`src/design/hcd_pkg.sv`:
```
`timescale 1ns / 1ps
`default_nettype none
package hcd_pkg;
    localparam logic [7:0] OP_CALIBRATE   = 8'hCA;
    localparam logic [7:0] OP_ANGLE       = 8'hCB;
    localparam logic [7:0] OP_START       = 8'hCC;
    localparam logic [7:0] OP_STOP        = 8'hCD;
    localparam logic [7:0] OP_RESET       = 8'hCE;
    localparam logic [7:0] OP_CALIB_DATA  = 8'hCF;
    localparam logic [7:0] OP_MOTOR       = 8'hD0;
    localparam logic [7:0] OP_STREAM_MODE = 8'hD1;
    localparam logic [7:0] LEGACY_CAL     = 8'h63;
    localparam logic [7:0] LEGACY_CLEAR   = 8'h62;

    typedef enum logic [1:0] {
        PEND_ANGLE  = 2'd0,
        PEND_CALIB  = 2'd1,
        PEND_MOTOR  = 2'd2,
        PEND_STREAM = 2'd3
    } pend_t;

    typedef enum logic [3:0] {
        KIND_CALIBRATE = 4'd0,
        KIND_START     = 4'd1,
        KIND_STOP      = 4'd2,
        KIND_RESET     = 4'd3,
        KIND_CLEAR     = 4'd4,
        KIND_ANGLE     = 4'd5,
        KIND_CALIB     = 4'd6,
        KIND_MOTOR     = 4'd7,
        KIND_MODE_ACK  = 4'd8
    } kind_t;

    typedef struct packed {
        kind_t       kind;
        logic [5:0]  elem_index;
        logic [31:0] word;
        logic        ack_status;
        logic        last;
        logic        control_on;
        logic        drive_mode;
        logic        stream_format;
    } cmd_t;

    function automatic logic [31:0] round_float(input logic [31:0] bits);
        logic [7:0]  e;
        logic [23:0] mant;
        logic [31:0] mag;
        logic [4:0]  s;
        logic [32:0] sum;
        e = bits[30:23];
        mant = {1'b1, bits[22:0]};
        mag = '0;
        s = '0;
        sum = '0;
        if (e == 8'hFF || e < 8'd126) begin
            round_float = '0;
        end else if (e >= 8'd158) begin
            round_float = bits[31] ? 32'h8000_0000 : 32'h7FFF_FFFF;
        end else begin
            if (e >= 8'd150) begin
                mag = {8'd0, mant} << (e - 8'd150);
            end else begin
                s = 5'(8'd150 - e);
                sum = {9'd0, mant} + (33'd1 << (s - 5'd1));
                mag = 32'(sum >> s);
            end
            round_float = bits[31] ? (32'd0 - mag) : mag;
        end
    endfunction
endpackage
`default_nettype wire

```
`src/design/hcd_front.sv`:
```
`timescale 1ns / 1ps
`default_nettype none
module hcd_front #(
    parameter int NUM_JOINTS = 16,
    parameter int NUM_SERVOS = 16
) (
    input  wire logic         aclk,
    input  wire logic         aresetn,
    input  wire logic         in_valid,
    output logic              in_ready,
    input  wire logic [7:0]   in_byte,
    output logic              cmd_valid,
    input  wire logic         cmd_ready,
    output hcd_pkg::cmd_t     cmd
);
    logic            collecting_reg, collecting_next;
    hcd_pkg::pend_t  pending_reg, pending_next;
    logic [1:0]      byte_count_reg, byte_count_next;
    logic [6:0]      elem_count_reg, elem_count_next;
    logic [31:0]     word_reg, word_next;
    logic            enable_reg, enable_next;
    logic            mode_reg, mode_next;
    logic            stream_reg, stream_next;
    logic            cmd_valid_reg, cmd_valid_next;
    hcd_pkg::cmd_t   cmd_reg, cmd_next;
    logic            emit;
    logic [31:0]     word_full;
    logic [15:0]     half;
    logic            last_joint, last_servo;

    assign in_ready  = !cmd_valid_reg || cmd_ready;
    assign cmd_valid = cmd_valid_reg;
    assign cmd       = cmd_reg;
    assign word_full = word_reg | ({24'd0, in_byte} << {byte_count_reg, 3'b000});
    assign half      = {word_reg[7:0], in_byte};
    assign last_joint = (elem_count_reg + 7'd1) >= 7'(NUM_JOINTS);
    assign last_servo = (elem_count_reg + 7'd1) >= 7'(NUM_SERVOS);

    always_comb begin
        collecting_next = collecting_reg;
        pending_next    = pending_reg;
        byte_count_next = byte_count_reg;
        elem_count_next = elem_count_reg;
        word_next       = word_reg;
        enable_next     = enable_reg;
        mode_next       = mode_reg;
        stream_next     = stream_reg;
        emit            = 1'b0;
        cmd_next        = cmd_reg;
        cmd_next.kind       = hcd_pkg::KIND_CALIBRATE;
        cmd_next.elem_index = '0;
        cmd_next.word       = '0;
        cmd_next.ack_status = 1'b0;
        cmd_next.last       = 1'b0;
        if (collecting_reg) begin
            cmd_next.elem_index = elem_count_reg[5:0];
            case (pending_reg)
                hcd_pkg::PEND_STREAM: begin
                    emit = 1'b1;
                    collecting_next = 1'b0;
                    if (in_byte <= 8'd1) begin
                        stream_next = in_byte[0];
                    end else begin
                        cmd_next.ack_status = 1'b1;
                    end
                    cmd_next.kind = hcd_pkg::KIND_MODE_ACK;
                    cmd_next.elem_index = '0;
                    cmd_next.word = {31'd0, stream_next};
                end
                hcd_pkg::PEND_MOTOR: begin
                    if (byte_count_reg == 2'd0) begin
                        word_next = {24'd0, in_byte};
                        byte_count_next = 2'd1;
                    end else begin
                        emit = 1'b1;
                        word_next = '0;
                        byte_count_next = '0;
                        elem_count_next = elem_count_reg + 7'd1;
                        cmd_next.kind = hcd_pkg::KIND_MOTOR;
                        cmd_next.word = {{16{half[15]}}, half};
                        cmd_next.last = last_servo;
                        if (last_servo) begin
                            mode_next = 1'b1;
                            collecting_next = 1'b0;
                        end
                    end
                end
                default: begin
                    if (byte_count_reg != 2'd3) begin
                        word_next = word_full;
                        byte_count_next = byte_count_reg + 2'd1;
                    end else begin
                        emit = 1'b1;
                        word_next = '0;
                        byte_count_next = '0;
                        elem_count_next = elem_count_reg + 7'd1;
                        cmd_next.last = last_joint;
                        cmd_next.word = word_full;
                        if (pending_reg == hcd_pkg::PEND_ANGLE) begin
                            cmd_next.kind = hcd_pkg::KIND_ANGLE;
                            if (last_joint) begin
                                mode_next = 1'b0;
                            end
                        end else begin
                            cmd_next.kind = hcd_pkg::KIND_CALIB;
                        end
                        if (last_joint) begin
                            collecting_next = 1'b0;
                        end
                    end
                end
            endcase
        end else begin
            case (in_byte)
                hcd_pkg::LEGACY_CAL, hcd_pkg::OP_CALIBRATE: begin
                    emit = 1'b1;
                end
                hcd_pkg::LEGACY_CLEAR: begin
                    emit = 1'b1;
                    cmd_next.kind = hcd_pkg::KIND_CLEAR;
                end
                hcd_pkg::OP_START: begin
                    emit = 1'b1;
                    enable_next = 1'b1;
                    cmd_next.kind = hcd_pkg::KIND_START;
                end
                hcd_pkg::OP_STOP: begin
                    emit = 1'b1;
                    enable_next = 1'b0;
                    cmd_next.kind = hcd_pkg::KIND_STOP;
                end
                hcd_pkg::OP_RESET: begin
                    emit = 1'b1;
                    enable_next = 1'b0;
                    mode_next = 1'b0;
                    cmd_next.kind = hcd_pkg::KIND_RESET;
                end
                hcd_pkg::OP_ANGLE, hcd_pkg::OP_CALIB_DATA,
                hcd_pkg::OP_MOTOR, hcd_pkg::OP_STREAM_MODE: begin
                    collecting_next = 1'b1;
                    pending_next = (in_byte == hcd_pkg::OP_ANGLE)      ? hcd_pkg::PEND_ANGLE :
                                   (in_byte == hcd_pkg::OP_CALIB_DATA) ? hcd_pkg::PEND_CALIB :
                                   (in_byte == hcd_pkg::OP_MOTOR)      ? hcd_pkg::PEND_MOTOR :
                                                                         hcd_pkg::PEND_STREAM;
                    byte_count_next = '0;
                    elem_count_next = '0;
                    word_next = '0;
                end
                default: begin
                end
            endcase
        end
        cmd_next.control_on    = enable_next;
        cmd_next.drive_mode    = mode_next;
        cmd_next.stream_format = stream_next;
        cmd_valid_next = (cmd_valid_reg && !cmd_ready) || emit;
    end

    always_ff @(posedge aclk) begin
        if (!aresetn) begin
            collecting_reg <= 1'b0;
            pending_reg    <= hcd_pkg::PEND_ANGLE;
            byte_count_reg <= '0;
            elem_count_reg <= '0;
            word_reg       <= '0;
            enable_reg     <= 1'b0;
            mode_reg       <= 1'b0;
            stream_reg     <= 1'b1;
            cmd_valid_reg  <= 1'b0;
        end else begin
            if (in_valid && in_ready) begin
                collecting_reg <= collecting_next;
                pending_reg    <= pending_next;
                byte_count_reg <= byte_count_next;
                elem_count_reg <= elem_count_next;
                word_reg       <= word_next;
                enable_reg     <= enable_next;
                mode_reg       <= mode_next;
                stream_reg     <= stream_next;
                cmd_valid_reg  <= cmd_valid_next;
            end else if (cmd_ready) begin
                cmd_valid_reg  <= 1'b0;
            end
        end
    end

    always_ff @(posedge aclk) begin
        if (in_valid && in_ready && emit) begin
            cmd_reg <= cmd_next;
        end
    end
endmodule
`default_nettype wire

```
`src/design/hcd_queue.sv`:
```
`timescale 1ns / 1ps
`default_nettype none
module hcd_queue (
    input  wire logic          aclk,
    input  wire logic          aresetn,
    input  wire logic          in_valid,
    output logic               in_ready,
    input  wire hcd_pkg::cmd_t in_cmd,
    output logic               out_valid,
    input  wire logic          out_ready,
    output hcd_pkg::cmd_t      out_cmd
);
    hcd_pkg::cmd_t mem_reg [2];
    logic          wr_ptr_reg, rd_ptr_reg;
    logic [1:0]    count_reg;
    logic          push, pop;

    assign in_ready  = count_reg != 2'd2;
    assign out_valid = count_reg != 2'd0;
    assign out_cmd   = mem_reg[rd_ptr_reg];
    assign push      = in_valid && in_ready;
    assign pop       = out_valid && out_ready;

    always_ff @(posedge aclk) begin
        if (!aresetn) begin
            wr_ptr_reg <= 1'b0;
            rd_ptr_reg <= 1'b0;
            count_reg  <= '0;
        end else begin
            if (push) begin
                wr_ptr_reg <= !wr_ptr_reg;
            end
            if (pop) begin
                rd_ptr_reg <= !rd_ptr_reg;
            end
            count_reg <= count_reg + {1'b0, push} - {1'b0, pop};
        end
    end

    always_ff @(posedge aclk) begin
        if (push) begin
            mem_reg[wr_ptr_reg] <= in_cmd;
        end
    end
endmodule
`default_nettype wire

```
`src/design/hcd_back.sv`:
```
`timescale 1ns / 1ps
`default_nettype none
module hcd_back (
    input  wire logic          aclk,
    input  wire logic          aresetn,
    input  wire logic          in_valid,
    output logic               in_ready,
    input  wire hcd_pkg::cmd_t in_cmd,
    output logic               out_valid,
    input  wire logic          out_ready,
    output hcd_pkg::cmd_t      out_cmd
);
    logic          valid_reg;
    hcd_pkg::cmd_t cmd_reg, cmd_next;

    assign in_ready  = !valid_reg || out_ready;
    assign out_valid = valid_reg;
    assign out_cmd   = cmd_reg;

    always_comb begin
        cmd_next = in_cmd;
        if (in_cmd.kind == hcd_pkg::KIND_CALIB) begin
            cmd_next.word = hcd_pkg::round_float(in_cmd.word);
        end
    end

    always_ff @(posedge aclk) begin
        if (!aresetn) begin
            valid_reg <= 1'b0;
        end else if (in_ready) begin
            valid_reg <= in_valid;
        end
    end

    always_ff @(posedge aclk) begin
        if (in_ready && in_valid) begin
            cmd_reg <= cmd_next;
        end
    end
endmodule
`default_nettype wire

```
`src/design/host_command_deframer.sv`:
```
`timescale 1ns / 1ps
`default_nettype none
// Host command deframer: takes one host byte per transfer and accepts a byte in every cycle
// while the result side keeps up. A front stage decodes opcodes and assembles frame
// elements into a registered command, a two-entry queue follows, and a back stage rounds
// calibration words to int32 and holds the result register, so a completed element passes
// through the front register, the queue and the back register before it is valid. Bytes that
// start a frame or lie inside an element give no result, nor do unknown opcode bytes.
module host_command_deframer #(
    parameter int NUM_JOINTS = 16,
    parameter int NUM_SERVOS = 16
) (
    input  wire logic         aclk,
    input  wire logic         aresetn,
    input  wire logic         s_valid,
    output logic              s_ready,
    input  wire logic [7:0]   s_rx_byte,
    output logic              m_valid,
    input  wire logic         m_ready,
    output logic [3:0]        m_kind,
    output logic [5:0]        m_elem_index,
    output logic [31:0]       m_value,
    output logic              m_ack_status,
    output logic              m_last,
    output logic              m_control_on,
    output logic              m_drive_mode,
    output logic              m_stream_format
);
    logic          f_valid, f_ready, q_valid, q_ready;
    hcd_pkg::cmd_t f_cmd, q_cmd, b_cmd;

    hcd_front #(.NUM_JOINTS(NUM_JOINTS), .NUM_SERVOS(NUM_SERVOS)) u_front (
        .aclk(aclk), .aresetn(aresetn),
        .in_valid(s_valid), .in_ready(s_ready), .in_byte(s_rx_byte),
        .cmd_valid(f_valid), .cmd_ready(f_ready), .cmd(f_cmd)
    );

    hcd_queue u_queue (
        .aclk(aclk), .aresetn(aresetn),
        .in_valid(f_valid), .in_ready(f_ready), .in_cmd(f_cmd),
        .out_valid(q_valid), .out_ready(q_ready), .out_cmd(q_cmd)
    );

    hcd_back u_back (
        .aclk(aclk), .aresetn(aresetn),
        .in_valid(q_valid), .in_ready(q_ready), .in_cmd(q_cmd),
        .out_valid(m_valid), .out_ready(m_ready), .out_cmd(b_cmd)
    );

    assign m_kind          = b_cmd.kind;
    assign m_elem_index    = b_cmd.elem_index;
    assign m_value         = b_cmd.word;
    assign m_ack_status    = b_cmd.ack_status;
    assign m_last          = b_cmd.last;
    assign m_control_on    = b_cmd.control_on;
    assign m_drive_mode    = b_cmd.drive_mode;
    assign m_stream_format = b_cmd.stream_format;

    a_ack_kind: assert property (@(posedge aclk) disable iff (!aresetn)
        m_valid && m_ack_status |-> m_kind == hcd_pkg::KIND_MODE_ACK)
        else $error("ack status set on a result that is not a mode acknowledgement");
    a_motor_mode: assert property (@(posedge aclk) disable iff (!aresetn)
        m_valid && m_last && m_kind == hcd_pkg::KIND_MOTOR |-> m_drive_mode)
        else $error("motor frame completed without direct mode");
    a_out_hold: assert property (@(posedge aclk) disable iff (!aresetn)
        m_valid && !m_ready |=> m_valid && $stable(m_value))
        else $error("result changed while stalled");
endmodule
`default_nettype wire

```
`config.mk`:
```
export PLATFORM = sky130hd
export DESIGN_NAME = host_command_deframer
export DESIGN_NICKNAME = d
export VERILOG_FILES = /design/src/design/hcd_pkg.sv /design/src/design/hcd_front.sv /design/src/design/hcd_queue.sv /design/src/design/hcd_back.sv /design/src/design/host_command_deframer.sv
export SDC_FILE = /design/constraint.sdc
export NUM_CORES = 1
export LEC_CHECK = 0
export BUFFER_PORTS_ARGS = -buffer_cell sky130_fd_sc_hd__buf_2
export CAP_MARGIN = 20
export CORE_MARGIN = 5
export CORE_UTILIZATION = 29
export DETAILED_ROUTE_END_ITERATION = 8
export GPL_TIMING_DRIVEN = 0
export PLACE_DENSITY = 0.42
export REMOVE_ABC_BUFFERS = 1
export SYNTH_ARGS = -nofsm -noshare
export SYNTH_HDL_FRONTEND = slang
export SYNTH_SLANG_ARGS = --single-unit
```
`constraint.sdc`:
```
create_clock -name aclk -period 10.1 [get_ports aclk]
set_input_delay 1.515 -clock aclk [delete_from_list [all_inputs] [get_ports aclk]]
set_output_delay 1.515 -clock aclk [all_outputs]
set_load 0.02 [all_outputs]
```
**Word-level counts from Yosys, hierarchy flattened**

Memories as Yosys holds them, arrays and structs flattened. A register that Yosys moved wholly into a read port is not among the register bits.
Index checks and enable logic that the tools add are counted.

- Memories: 1
- Memory bits (writable): 94
- Output and inout port bits: 49
- Flip-flop bits (word level): 147

- Reduce and logical (&&, ||, !) cells: 27
- Bitwise logic cells: 2
- Shifts and indexed selects: 4
- Add/sub/neg operators: 9
- Eq/ne operators: 19
- $lt $le $gt $ge: 5
- Muxes and demuxes: 70

Memories:

| memory | depth | width | rd ports | clocked after memory_dff | wr ports | RTL line | RTL |
|---|---|---|---|---|---|---|---|
| u_queue.mem_reg | 2 | 47 | 1 | 1 | 1 | hcd_queue.sv:13 | `hcd_pkg::cmd_t mem_reg [2];` |

Operators by type and width:

| kind | count |
|---|---|
| 2-to-1 mux 32 bit | 14 |
| one-hot mux 32 bit (2 select lines) | 2 |
| equality test 8 bit (second input constant) | 9 |
| adder 24 x 33 -> 33 bit | 1 |
| << shifter 1 x 5 -> 33 bit (first input constant) | 1 |
| >> shifter 33 x 5 -> 32 bit | 1 |
| OR 32 bit | 1 |
| << shifter 24 x 8 -> 32 bit | 1 |
| << shifter 8 x 5 -> 32 bit | 1 |
| subtractor 1 x 32 -> 32 bit (first input constant) | 1 |
| 2-to-1 mux 1 bit | 31 |
| 2-to-1 mux 7 bit | 4 |
| equality test 8 x 7 -> 1 bit (second input constant) | 2 |
| greater-or-equal comparator 8 bit (second input constant) | 2 |
| one-hot mux 7 bit (2 select lines) | 1 |
| 2-to-1 mux 2 bit | 6 |
| one-hot mux 3 bit (4 select lines) | 1 |
| one-hot mux 1 bit (2 select lines) | 5 |
| <= comparator 8 x 1 -> 1 bit (second input constant) | 1 |
| less-than comparator 8 x 7 -> 1 bit (second input constant) | 1 |
| 2-to-1 mux 4 bit | 2 |
| 2-to-1 mux 8 bit | 1 |
| one-hot mux 4 bit (2 select lines) | 1 |
| subtractor 8 bit (second input constant) | 1 |
| 25 further kinds | 45 |

**Depth between registers and ports, before layout**

Gate-level depths: netlist of run 1.

- Word-level depth: 14
- Depth in mapped cells: 35

**Hierarchy**

A second synthesis of run 1 with hierarchy kept.

- Cells, all modules: 1,865
- Area total of the unflattened synthesis: 16,992.5 um^2

Modules (own cells, without submodules):

| module | instances | area each (um^2) | cells an instance |
|---|---|---|---|
| hcd_back | 1 | 8,997.4 | 1,248 |
| hcd_front | 1 | 4,335.4 | 441 |
| hcd_queue | 1 | 3,659.8 | 176 |

**Worst setup path after synthesis of run 1**

No wires, ideal clock.

- Path type: flip-flop to flip-flop
- Start point: register with a tool-made name
- End point: register u_back.cmd_reg, in the netlist u_back.out_cmd[31] (data pin)
- Clock period less this slack: 8.011 ns
- Data arrival time: 7.746 ns
- Stages on the path, launching flop included: 34
- Data required time: 9.834 ns
- Setup slack: 2.089 ns
- Cells stage by stage: dfxtp_1 > buf_6 > buf_6 > mux2i_1 > buf_4 > buf_2 > buf_1 > ha_1 > clkbuf_1 > nand2b_1 > mux2_4 > buf_4 > o21ai_2 > o311ai_2 > o21ai_1 > nor2_1 > ha_1 > fa_1 > a21o_1 > nand4_1 > a2111oi_4 > o311ai_0 > nand2_1 > or3_1 > nand3_2 > a31oi_1 > or4_1 > inv_1 > ha_1 > inv_1 > nor4_4 > nand3_2 > o21ai_0 > or3b_1

RTL lines:

| what | RTL line | RTL |
|---|---|---|
| end signal, assigned | hcd_back.sv:37 | `cmd_reg <= cmd_next;` |
| end, declared | hcd_back.sv:14 | `hcd_pkg::cmd_t cmd_reg, cmd_next;` |

==> results.json, run 1 <==
{
  "p_switching_uw": 2524,
  "drc_errors": 0,
  "wirelength_um": 65790,
  "period_needed_ns": 9.579,
  "fin_setup_tns_ns": 0,
  "cts_max_level": 1,
  "status": "finished, final reports clean",
  "drv_cap": 0,
  "synthCells": 1923,
  "fillers": 6117,
  "core_area_um2": 58910,
  "ant_nets": 0,
  "grt_setup_unrepaired": "no",
  "ys_ff_latch": 242,
  "synthTopCellsByArea": "edfxtp_1 33%, dfxtp_1 6.3%, nor2_1 5.6%",
  "ys_types": 109,
  "start_util": 0.2922,
  "gp_congestion": 0.9370,
  "antenna_found_initial": 2,
  "seq_area_frac_synth": 0.3908,
  "p_clk_frac": 0.185,
  "vdd_drop_max_mv": 0.1495,
  "yosys.area.top_type_share": 0.3280,
  "hold_viol": 0,
  "port_buffers": 60,
  "whs_path_depth": 0,
  "rrSetupSlack_ns": 0.52,
  "dpl_cell_area_um2": 18430,
  "die_area_um2": 64330,
  "r2r_cells": 26,
  "combPwrFrac": 0.584,
  "drive_gt1_frac": 0.1359,
  "syn_area_per_cell_um2": 8.951,
  "reg2reg_to": "u_back.out_cmd[36]",
  "fin_area_um2": 19460,
  "synthToLayoutAreaGrowth_pct": 13.06,
  "drv_slew": 0,
  "min_from": "u_front.cmd[15]",
  "ctsHoldBuffers": 0,
  "crit_path_end_kind": "flip-flop",
  "power.leakage_uw": 0.006740,
  "first_pass_iters": 6,
  "worst_pin_slew_ns": 1.114,
  "required_ns": 10.45,
  "path_max_fanout": 71,
  "dp_slack_ns": -1.565,
  "cts_buffer_depth": 3,
  "switching_share": 0.4794,
  "cp.arrival_ns": 9.93,
  "setup_ws_ns": 0.5213,
  "largest_reg_flops": 94,
  "grt_first_pass_wirelength_um": 98220,
  "crit_type": "reg -> reg",
  "yosys.area.top_type": "edfxtp_1",
  "critPathLaunchType": "flip-flop",
  "whs_endpoint": "u_queue.mem_reg[1][15]",
  "synth_edf_count": 188,
  "seqPwrFrac": 0.231,
  "min_path_type": "reg -> reg",
  "async_reset_ff_frac": 0,
  "numCtsBuffers": 27,
  "vias_per_cell": 5.752,
  "pin_count": 61,
  "cts_tree": "yes",
  "min_period_over_period": 0.9484,
  "slew_headroom": 0.2363,
  "grtUsageTotal": 0.1972,
  "p_per_area_nw_per_um2": 270.5,
  "skew_ns": 0.03554,
  "clk_pin_slew_ns": 0.06,
  "nNetsFinal": 1972,
  "p_int_uw": 2740,
  "grt_overflow": 0,
  "fmax_mhz": 104.4,
  "grt_max_degree": 72,
  "die_w_um": 253.6,
  "wl_per_cell_um": 24.23,
  "syn_area_um2": 17210,
  "clock_latency_ns": 0.56,
  "synth_ff_type": "edfxtp_1",
  "clock_sinks": 242,
  "n_antenna_cell": 0,
  "setup_viol": 0,
  "vias": 15617,
  "drt-initial-drc-count": 1419,
  "cts-root-buf": "clkbuf_16",
  "rows": 89,
  "dpl.hpwl_um": 49230,
  "die_h_um": 253.6,
  "synth_warnings": 0,
  "grt_pass1_vias": 15025
}
area by class of cell:
cell class                      instances  area (µm²)  area share
Clock inverter                         15       162.7    0.008359
Sequential cell                       242        6730      0.3458
Clock buffer                           33       718.2     0.03691
Timing Repair Buffer                   94       782.0     0.04019
Tap cell                              773       967.2     0.04970
Multi-Input combinational cell       1517        9940      0.5108
Inverter                               41       160.2    0.008230
layout by cell type (no fill, tap or decap), types with 17 or more instances in the layout:
cell type / instances
a211oi_1: 29
a21oi_1: 154
a22oi_1: 24
a31oi_1: 17
and2_1: 23
and3_1: 25
buf_2: 61
clkbuf_16: 27
dfxtp_1: 53
edfxtp_1: 188
ha_1: 33
inv_1: 37
mux2_2: 53
mux2i_1: 70
nand2_1: 180
nand2b_1: 17
nand3_1: 54
nand4_1: 33
nor2_1: 252
nor3_1: 65
o211ai_1: 23
o21a_1: 22
o21ai_0: 98
o221ai_1: 22
o22ai_1: 20
synthesized netlist by cell type (17+ instances only):
cell and instances:
buf_2 24, o22ai_1 20, nor3_1 65, clkbuf_1 78, xnor2_1 18, edfxtp_1 188, a211oi_1 30, mux2_2 53
ha_1 36, o21a_1 22, o211ai_1 23, a31oi_1 17, nand4_1 33, nand2b_1 17, and3_1 26, a21oi_1 156
nand3_1 54, nor2_1 255, o221ai_1 22, a22oi_1 24, nand2_1 180, inv_1 37, dfxtp_1 54, and2_1 23
mux2i_1 72, o21ai_0 98
how the worst max path moves through the flow:
stage / endpoint / slack [ns]
global route: u_back.out_cmd[36] / 0.07
CTS: u_back.out_cmd[31] / 0.01
finish: u_back.out_cmd[36] / 0.52
global placement: u_back.out_cmd[31] / -7.74
floorplan: u_back.out_cmd[31] / -1.79
detailed placement: u_back.out_cmd[31] / -1.56
critical path, stage by stage, from the launching register on:
cell,delay [ns]
dfxtp_4,0.48
buf_16,0.31
mux2i_4,0.53
inv_4,0.07
buf_16,0.22
ha_2,0.40
a211oi_1,0.35
a21oi_2,0.16
xnor2_4,0.51
xnor2_4,0.24
o21ai_1,0.42
nor2_1,0.19
ha_1,0.33
a211oi_1,0.12
o31ai_2,0.49
nand2_1,0.27
a31oi_1,0.55
mux2_2,0.42
a2111oi_2,0.64
mux2_2,0.28
a221oi_1,0.11
o32ai_2,0.29
nor3b_1,0.41
and3_1,0.56
nand3_2,0.28
or3_1,0.37
o311ai_1,0.28
metrics by stage:
stage	hold slack, ns	cells	power [µW]	utilization
floorplan	0.4215	1800	3181	-
global placement	0.4229	2633	4153	0.3043
detailed placement	0.4304	2661	4193	0.3129
CTS	0.4439	2710	5205	0.3289
global route	0.4554	2715	5549	0.3303
finish	0.4411	2715	5264	0.3303
cell families after synthesis:
group,Yosys count,share of synthesized area
flops,242,0.3908
simple gates,741,0.2051
buf+inv,164,0.04100
compound gates,572,0.2291
mux,133,0.08592
xor+xnor,34,0.02079
fa+ha+maj,37,0.02733
power groups by stage:
stage / clock (µW) / sequential, µW / combinational, µW
floorplan: 0 / 1340 / 1840
global placement: 0 / 1290 / 2870
detailed placement: 0 / 1240 / 2950
CTS: 1000 / 1220 / 2980
global route: 1050 / 1220 / 3280
finish: 973 / 1210 / 3080
timing repair:
item / CTS / global route
setup endpoints to repair: 31 / 24
buffers inserted: 1 / 3
resized for setup: 10 / 5
pin swaps: 0 / 1
routing by layer:
metal / track usage / routed length, µm / vias to the layer above
met2: 0.3214 / 30440 / 566
li1: - / - / 7312
met3: 0.02395 / 3968 / 121
met5: 0 / 26 / -
met4: 0.05830 / 2281 / 4
met1: 0.2764 / 29080 / 7614
Note: power is estimated with default switching activity, not from simulation.
==> run 2, diff against run 1 <==
--- a/config.mk
+++ b/config.mk
@@ -7,11 +7,13 @@
 export LEC_CHECK = 0
 export BUFFER_PORTS_ARGS = -buffer_cell sky130_fd_sc_hd__buf_2
 export CAP_MARGIN = 20
+export CELL_PAD_IN_SITES_DETAIL_PLACEMENT = 1
+export CELL_PAD_IN_SITES_GLOBAL_PLACEMENT = 1
 export CORE_MARGIN = 5
 export CORE_UTILIZATION = 29
 export DETAILED_ROUTE_END_ITERATION = 8
 export GPL_TIMING_DRIVEN = 0
-export PLACE_DENSITY = 0.42
+export PLACE_DENSITY = 0.52
 export REMOVE_ABC_BUFFERS = 1
 export SYNTH_ARGS = -nofsm -noshare
 export SYNTH_HDL_FRONTEND = slang
==> run 2 against run 1 <==
Against the previous run:
- routed wire length is 7.0% higher
- highest routed layer is now met4
- first-iteration DRC count is 20% lower
- largest power group unchanged
- fmax down 0.93%
- worst setup slack got worse by 0.090 ns
- via count is 1.3% higher
- worst hold slack improved by 0.0019 ns
- die area unchanged
- flip-flop and latch count unchanged
- count of clock-buffer cells in the layout grew 3
- clock power increased by 2.5%
==> results.json, run 2 (synthesized netlist as in run 1, its figures left out) <==
{
  "status": "finished, final reports clean",
  "cp.arrival_ns": 9.89,
  "cts_tree": "yes",
  "port_buffers": 60,
  "power.leakage_uw": 0.006803,
  "endpoint": "u_back.out_cmd[13]",
  "n_antenna_cell": 0,
  "ctsHoldBuffers": 0,
  "vias_per_cell": 5.814,
  "clk_pin_slew_ns": 0.06,
  "grt_overflow": 0,
  "grt_setup_unrepaired": "no",
  "grt_pass1_vias": 15822,
  "path_max_fanout": 70,
  "drt-initial-drc-count": 1135,
  "hold_ws_ns": 0.4430,
  "antenna_found_initial": 0,
  "required_ns": 10.32,
  "vdd_drop_max_mv": 0.1422,
  "min_period_over_period": 0.9573,
  "grt_first_pass_wirelength_um": 105000,
  "crit_type": "reg -> reg",
  "drv_cap": 0,
  "critPathLaunchType": "flip-flop",
  "worst_pin_slew_ns": 1.178,
  "skew_ns": 0.01023,
  "p_per_area_nw_per_um2": 274.2,
  "die_area_um2": 64330,
  "synthToLayoutAreaGrowth_pct": 13.76,
  "gp_congestion": 0.9203,
  "period_needed_ns": 9.668,
  "grt_max_degree": 71,
  "drc_errors": 0,
  "wirelength_um": 70400,
  "wl_per_cell_um": 25.86,
  "cts_max_level": 1,
  "first_pass_iters": 5,
  "crit_path_end_kind": "flip-flop",
  "cts_buffer_depth": 3,
  "clock_latency_ns": 0.54,
  "drive_gt1_frac": 0.1411,
  "nNetsFinal": 1977,
  "die_w_um": 253.6,
  "vias": 15825,
  "die_h_um": 253.6,
  "reg2reg_to": "u_back.out_cmd[13]",
  "hold_viol": 0,
  "grtUsageTotal": 0.2112,
  "min_path_type": "reg -> reg",
  "stdcell_count": 2722,
  "clock_sinks": 242,
  "core_area_um2": 58910,
  "numCtsBuffers": 27,
  "setup_viol": 0,
  "dpl.hpwl_um": 53240,
  "rrSetupSlack_ns": 0.43,
  "fmax_mhz": 103.4,
  "pin_count": 61,
  "ant_nets": 0,
  "r2r_cells": 27,
  "fin_util": 0.3324,
  "slew_headroom": 0.2045,
  "rows": 89,
  "layout_common_cells": "253 x nor2_1, 188 x edfxtp_1, 180 x nand2_1",
  "start_util": 0.2922,
  "largest_reg_flops": 94,
  "cts-root-buf": "clkbuf_16",
  "final_common_cell": "nor2_1",
  "dp.cells": 2663,
  "drv_slew": 0
}
==> run 2: changes by cell type in the layout (fill, tap and decap cells not counted), moves of 2 or more <==
cell	previous run	this run
buf_8	3	6
buf_12	6	4
buf_2	61	63
clkinv_4	0	3
clkinv_2	6	4
buf_16	6	9
clkbuf_8	2	5
==> run 2: per-stage QoR <==
| stage | total power [µW] | instance area [µm²] | setup TNS (ns) | setup WS (ns) |
|---|---|---|---|---|
| 2_1_floorplan | 3181 | 16660 | -46.00 | -1.791 |
| 3_3_place_gp | 4199 | 17930 | -238.89 | -8.103 |
| 5_1_grt | 5642 | 19580 | 0 | 0.06280 |
| 6_report | 5369 | 19580 | 0 | 0.4315 |
| 3_5_place_dp | 4279 | 18510 | -43.77 | -1.925 |
| 4_1_cts | 5325 | 19500 | 0 | 0.01942 |
==> run 2: worst min path at each step <==
stage               depth (start not counted)            start                      to
floorplan                                   0   u_front.cmd[0]   u_queue.mem_reg[0][0]
global placement                            0  u_front.cmd[16]  u_queue.mem_reg[0][16]
detailed placement                          0  u_front.cmd[16]  u_queue.mem_reg[0][16]
CTS                                         0  u_front.cmd[32]  u_queue.mem_reg[0][32]
global route                                0  u_front.cmd[18]  u_queue.mem_reg[1][18]
finish                                      0  u_front.cmd[32]  u_queue.mem_reg[1][32]
==> run 2: area by class of cell <==
class / count / area [µm²]
fillers: 6776 / 39330
multi-input cells: 1517 / 9936
flip-flops and latches: 242 / 6730
well taps: 773 / 967.2
repair buffers: 99 / 872.1
clock buffers: 36 / 759.5
inverters: 41 / 162.7
clock inverters: 14 / 153.9
==> run 2: timing repair <==
item / in CTS / in global routing
hold endpoints to repair: 0 / 0
pin swaps: 1 / 2
endpoints found under the setup margin: 32 / 23
buffers inserted: 3 / 4
gates resized for setup: 10 / 7
==> run 2: per-layer routing <==
layer | global-route usage | share of wire
met1 | 0.2919 | 0.46
met3 | 0.02466 | 0.044
met2 | 0.3581 | 0.48
met4 | 0.04618 | 0.022
met5 | 0 | 0
==> run 2: power by group <==
group / switching, µW / total [µW] / internal (µW)
Combinational: 2180 / 3160 / 980
Clock: 393 / 997 / 604
Sequential: 31.6 / 1210 / 1180
==> run 2: worst max-delay path, stage by stage, from the launching register on <==
cell and delay, ns:
dfxtp_4 0.47, buf_16 0.31, mux2i_4 0.52, inv_4 0.09
buf_16 0.24, ha_2 0.40, xor2_4 0.48, nor2_1 0.22
o311ai_2 0.66, o21ai_2 0.30, nor2_1 0.22, ha_1 0.42
a21oi_1 0.33, o21ai_0 0.31, nand2b_1 0.26, o311ai_1 0.45
nand3_1 0.33, a32oi_2 0.44, o21ai_0 0.15, a211oi_1 0.44
o21ai_0 0.22, a21oi_1 0.36, ha_1 0.23, inv_1 0.10
or4_1 0.59, o21ai_0 0.22, xor2_1 0.27, o221ai_1 0.21
==> run 3, diff against run 2 <==
--- a/config.mk
+++ b/config.mk
@@ -9,11 +9,13 @@
 export CAP_MARGIN = 20
 export CELL_PAD_IN_SITES_DETAIL_PLACEMENT = 1
 export CELL_PAD_IN_SITES_GLOBAL_PLACEMENT = 1
-export CORE_MARGIN = 5
+export CORE_MARGIN = 4
 export CORE_UTILIZATION = 29
+export CTS_CLUSTER_DIAMETER = 120
 export DETAILED_ROUTE_END_ITERATION = 8
 export GPL_TIMING_DRIVEN = 0
 export PLACE_DENSITY = 0.52
+export RECOVER_POWER = 100
 export REMOVE_ABC_BUFFERS = 1
 export SYNTH_ARGS = -nofsm -noshare
 export SYNTH_HDL_FRONTEND = slang
==> run 3 against run 2 <==
Against the previous run:
- the flow now finishes with violations (max-capacitance violations, max-slew violations)
- total power decreased by 0.52%
- count of clock-buffer cells in the layout is 5 lower
- fmax increased by 1.0%
- sequential share of layout area is 0.37 points higher
- global-route usage is 0.43 points higher
- first-iteration DRC count fell by 8.7%
- non-clock buffer count is 2 higher
- register-to-register slack gained 0.097 ns
- clock power is 2.8% lower
- final cell count is 0.15% higher
- worst hold slack better by 0.0015 ns
- largest power group unchanged
==> results.json, run 3 (synthesized netlist as in run 1, its figures left out) <==
{
  "clock_latency_ns": 0.57,
  "ctsHoldBuffers": 0,
  "n_antenna_cell": 0,
  "dpl.hpwl_um": 53620,
  "final_common_cell": "nor2_1",
  "min_period_over_period": 0.9477,
  "port_buffers": 60,
  "grt_util_met3": 0.02361,
  "path_max_fanout": 71,
  "drc_errors": 0,
  "cts-root-buf": "clkbuf_16",
  "drive_gt1_frac": 0.1050,
  "vias_per_cell": 5.814,
  "setup_ws_ns": 0.5286,
  "drt-initial-drc-count": 1036,
  "rows": 89,
  "power.leakage_uw": 0.006586,
  "drv_slew": 106,
  "rrSetupSlack_ns": 0.53,
  "die_h_um": 251.6,
  "ant_nets": 0,
  "cts_tree": "yes",
  "grt_busiest_layer": "met2",
  "wl_per_cell_um": 25.87,
  "cts_max_level": 1,
  "die_area_um2": 63320,
  "grt_max_degree": 72,
  "period_needed_ns": 9.571,
  "clk_pin_slew_ns": 0.06,
  "first_pass_iters": 7,
  "layout_common_cells": "253 x nor2_1, 188 x edfxtp_1, 180 x nand2_1",
  "dp_slack_ns": -1.521,
  "hold_viol": 0,
  "seqCellArea_um2": 6730,
  "crit_path_end_kind": "flip-flop",
  "skew_ns": 0.04454,
  "wirelength_um": 70520,
  "cpPeakStageDelay_ns": 0.78,
  "worst_pin_slew_ns": 1.941,
  "numCtsBuffers": 28,
  "status": "finished with violations",
  "vdd_drop_max_mv": 0.1599,
  "grt_util_met1": 0.2888,
  "nNetsFinal": 1980,
  "drv_cap": 4,
  "critPathLaunchType": "flip-flop",
  "start_util": 0.2922,
  "p_per_area_nw_per_um2": 275.7,
  "die_w_um": 251.6,
  "synthToLayoutAreaGrowth_pct": 12.55,
  "cts_buffer_depth": 3,
  "vias": 15848,
  "slew_headroom": -0.2942,
  "grtUsageTotal": 0.2155,
  "fillers": 6811,
  "fmax_mhz": 104.5,
  "min_path_type": "reg -> reg",
  "total_power_uw": 5341,
  "clock_sinks": 242,
  "antenna_found_initial": 1,
  "setup_viol": 0,
  "cp.arrival_ns": 9.82,
  "largest_reg_flops": 94,
  "grt_first_pass_wirelength_um": 105400,
  "grt_pass1_vias": 15939,
  "pin_count": 61,
  "violations": "max-capacitance violations, max-slew violations",
  "crit_type": "reg -> reg",
  "cp_slowest_cell": "ha_1",
  "multi_input_area_um2": 9930,
  "gp_congestion": 0.9231,
  "grt_overflow": 0,
  "required_ns": 10.35,
  "use_met2": 0.3748,
  "cp_common_cell": "ha_1",
  "core_area_um2": 58910
}
run 3: cell count changes in the layout (fill, tap and decap cells not counted), sizes merged:
| cell | change |
|---|---|
| bufinv | -1 |
| clkbuf | +56 |
| clkinvlp | +1 |
| buf | -60 |
| clkinv | +7 |
| clkdlybuf4s25 | +1 |
run 3: through the flow:
stage,utilization,setup TNS [ns],instances,hold slack (ns),area (µm²)
finish,0.3289,0,2726,0.4445,19370
global route,0.3289,-0.02313,2726,0.4554,19370
CTS,0.3304,0,2719,0.4468,19460
detailed placement,0.3139,-34.56,2661,0.4319,18490
global placement,0.3043,-233.70,2633,0.4234,17930
floorplan,-,-46.00,1800,0.4215,16660
run 3: area by class of cell:
class,instances,share of cell area
multi-input combinational,1517,0.5126
sequential,242,0.3474
tap,773,0.04993
clock buffer,31,0.03675
timing repair buffer,101,0.03610
clock inverter,21,0.009042
inverter,41,0.008203
run 3: worst max-delay path: cells and delay by family (launching register included):
family,cells,cell delay [ns]
AO/OA/AOI/OAI,11,3.51
AND/OR/NAND/NOR,4,1.62
adder cells (fa/ha/maj),3,1.25
XOR/XNOR,4,1.18
buffers and inverters,5,0.95
flip-flops,1,0.51
multiplexers,1,0.16
run 3: power breakdown:
| part | leakage, µW | total, µW | switching, µW | internal, µW |
|---|---|---|---|---|
| combinational | 0.00403 | 3150 | 2170 | 975 |
| clock | 0.000429 | 969 | 409 | 560 |
| sequential | 0.00213 | 1220 | 36.5 | 1190 |
| total | 0.00659 | 5340 | 2620 | 2720 |
run 3: final timing paths:
path,start,endpoint,cells after the start
worst max-delay path,flip-flop,u_back.out_cmd[13],28
worst min-delay path,u_front.cmd[38],u_queue.mem_reg[1][38],0
worst max register to register,flip-flop,u_back.out_cmd[13],28
worst min register to register,u_front.cmd[38],u_queue.mem_reg[1][38],0
run 3: layer usage:
layer  part of all wire  vias to the layer above
li1                   -                     7338
met1               0.45                     8020
met2               0.49                      398
met3              0.041                       90
met4              0.028                        2
met5            0.00018                        -
run 3: timing repair:
item,CTS,global route
pin swaps,1,1
gates resized for setup,9,11
buffers inserted,6,3
setup endpoints to repair,32,26
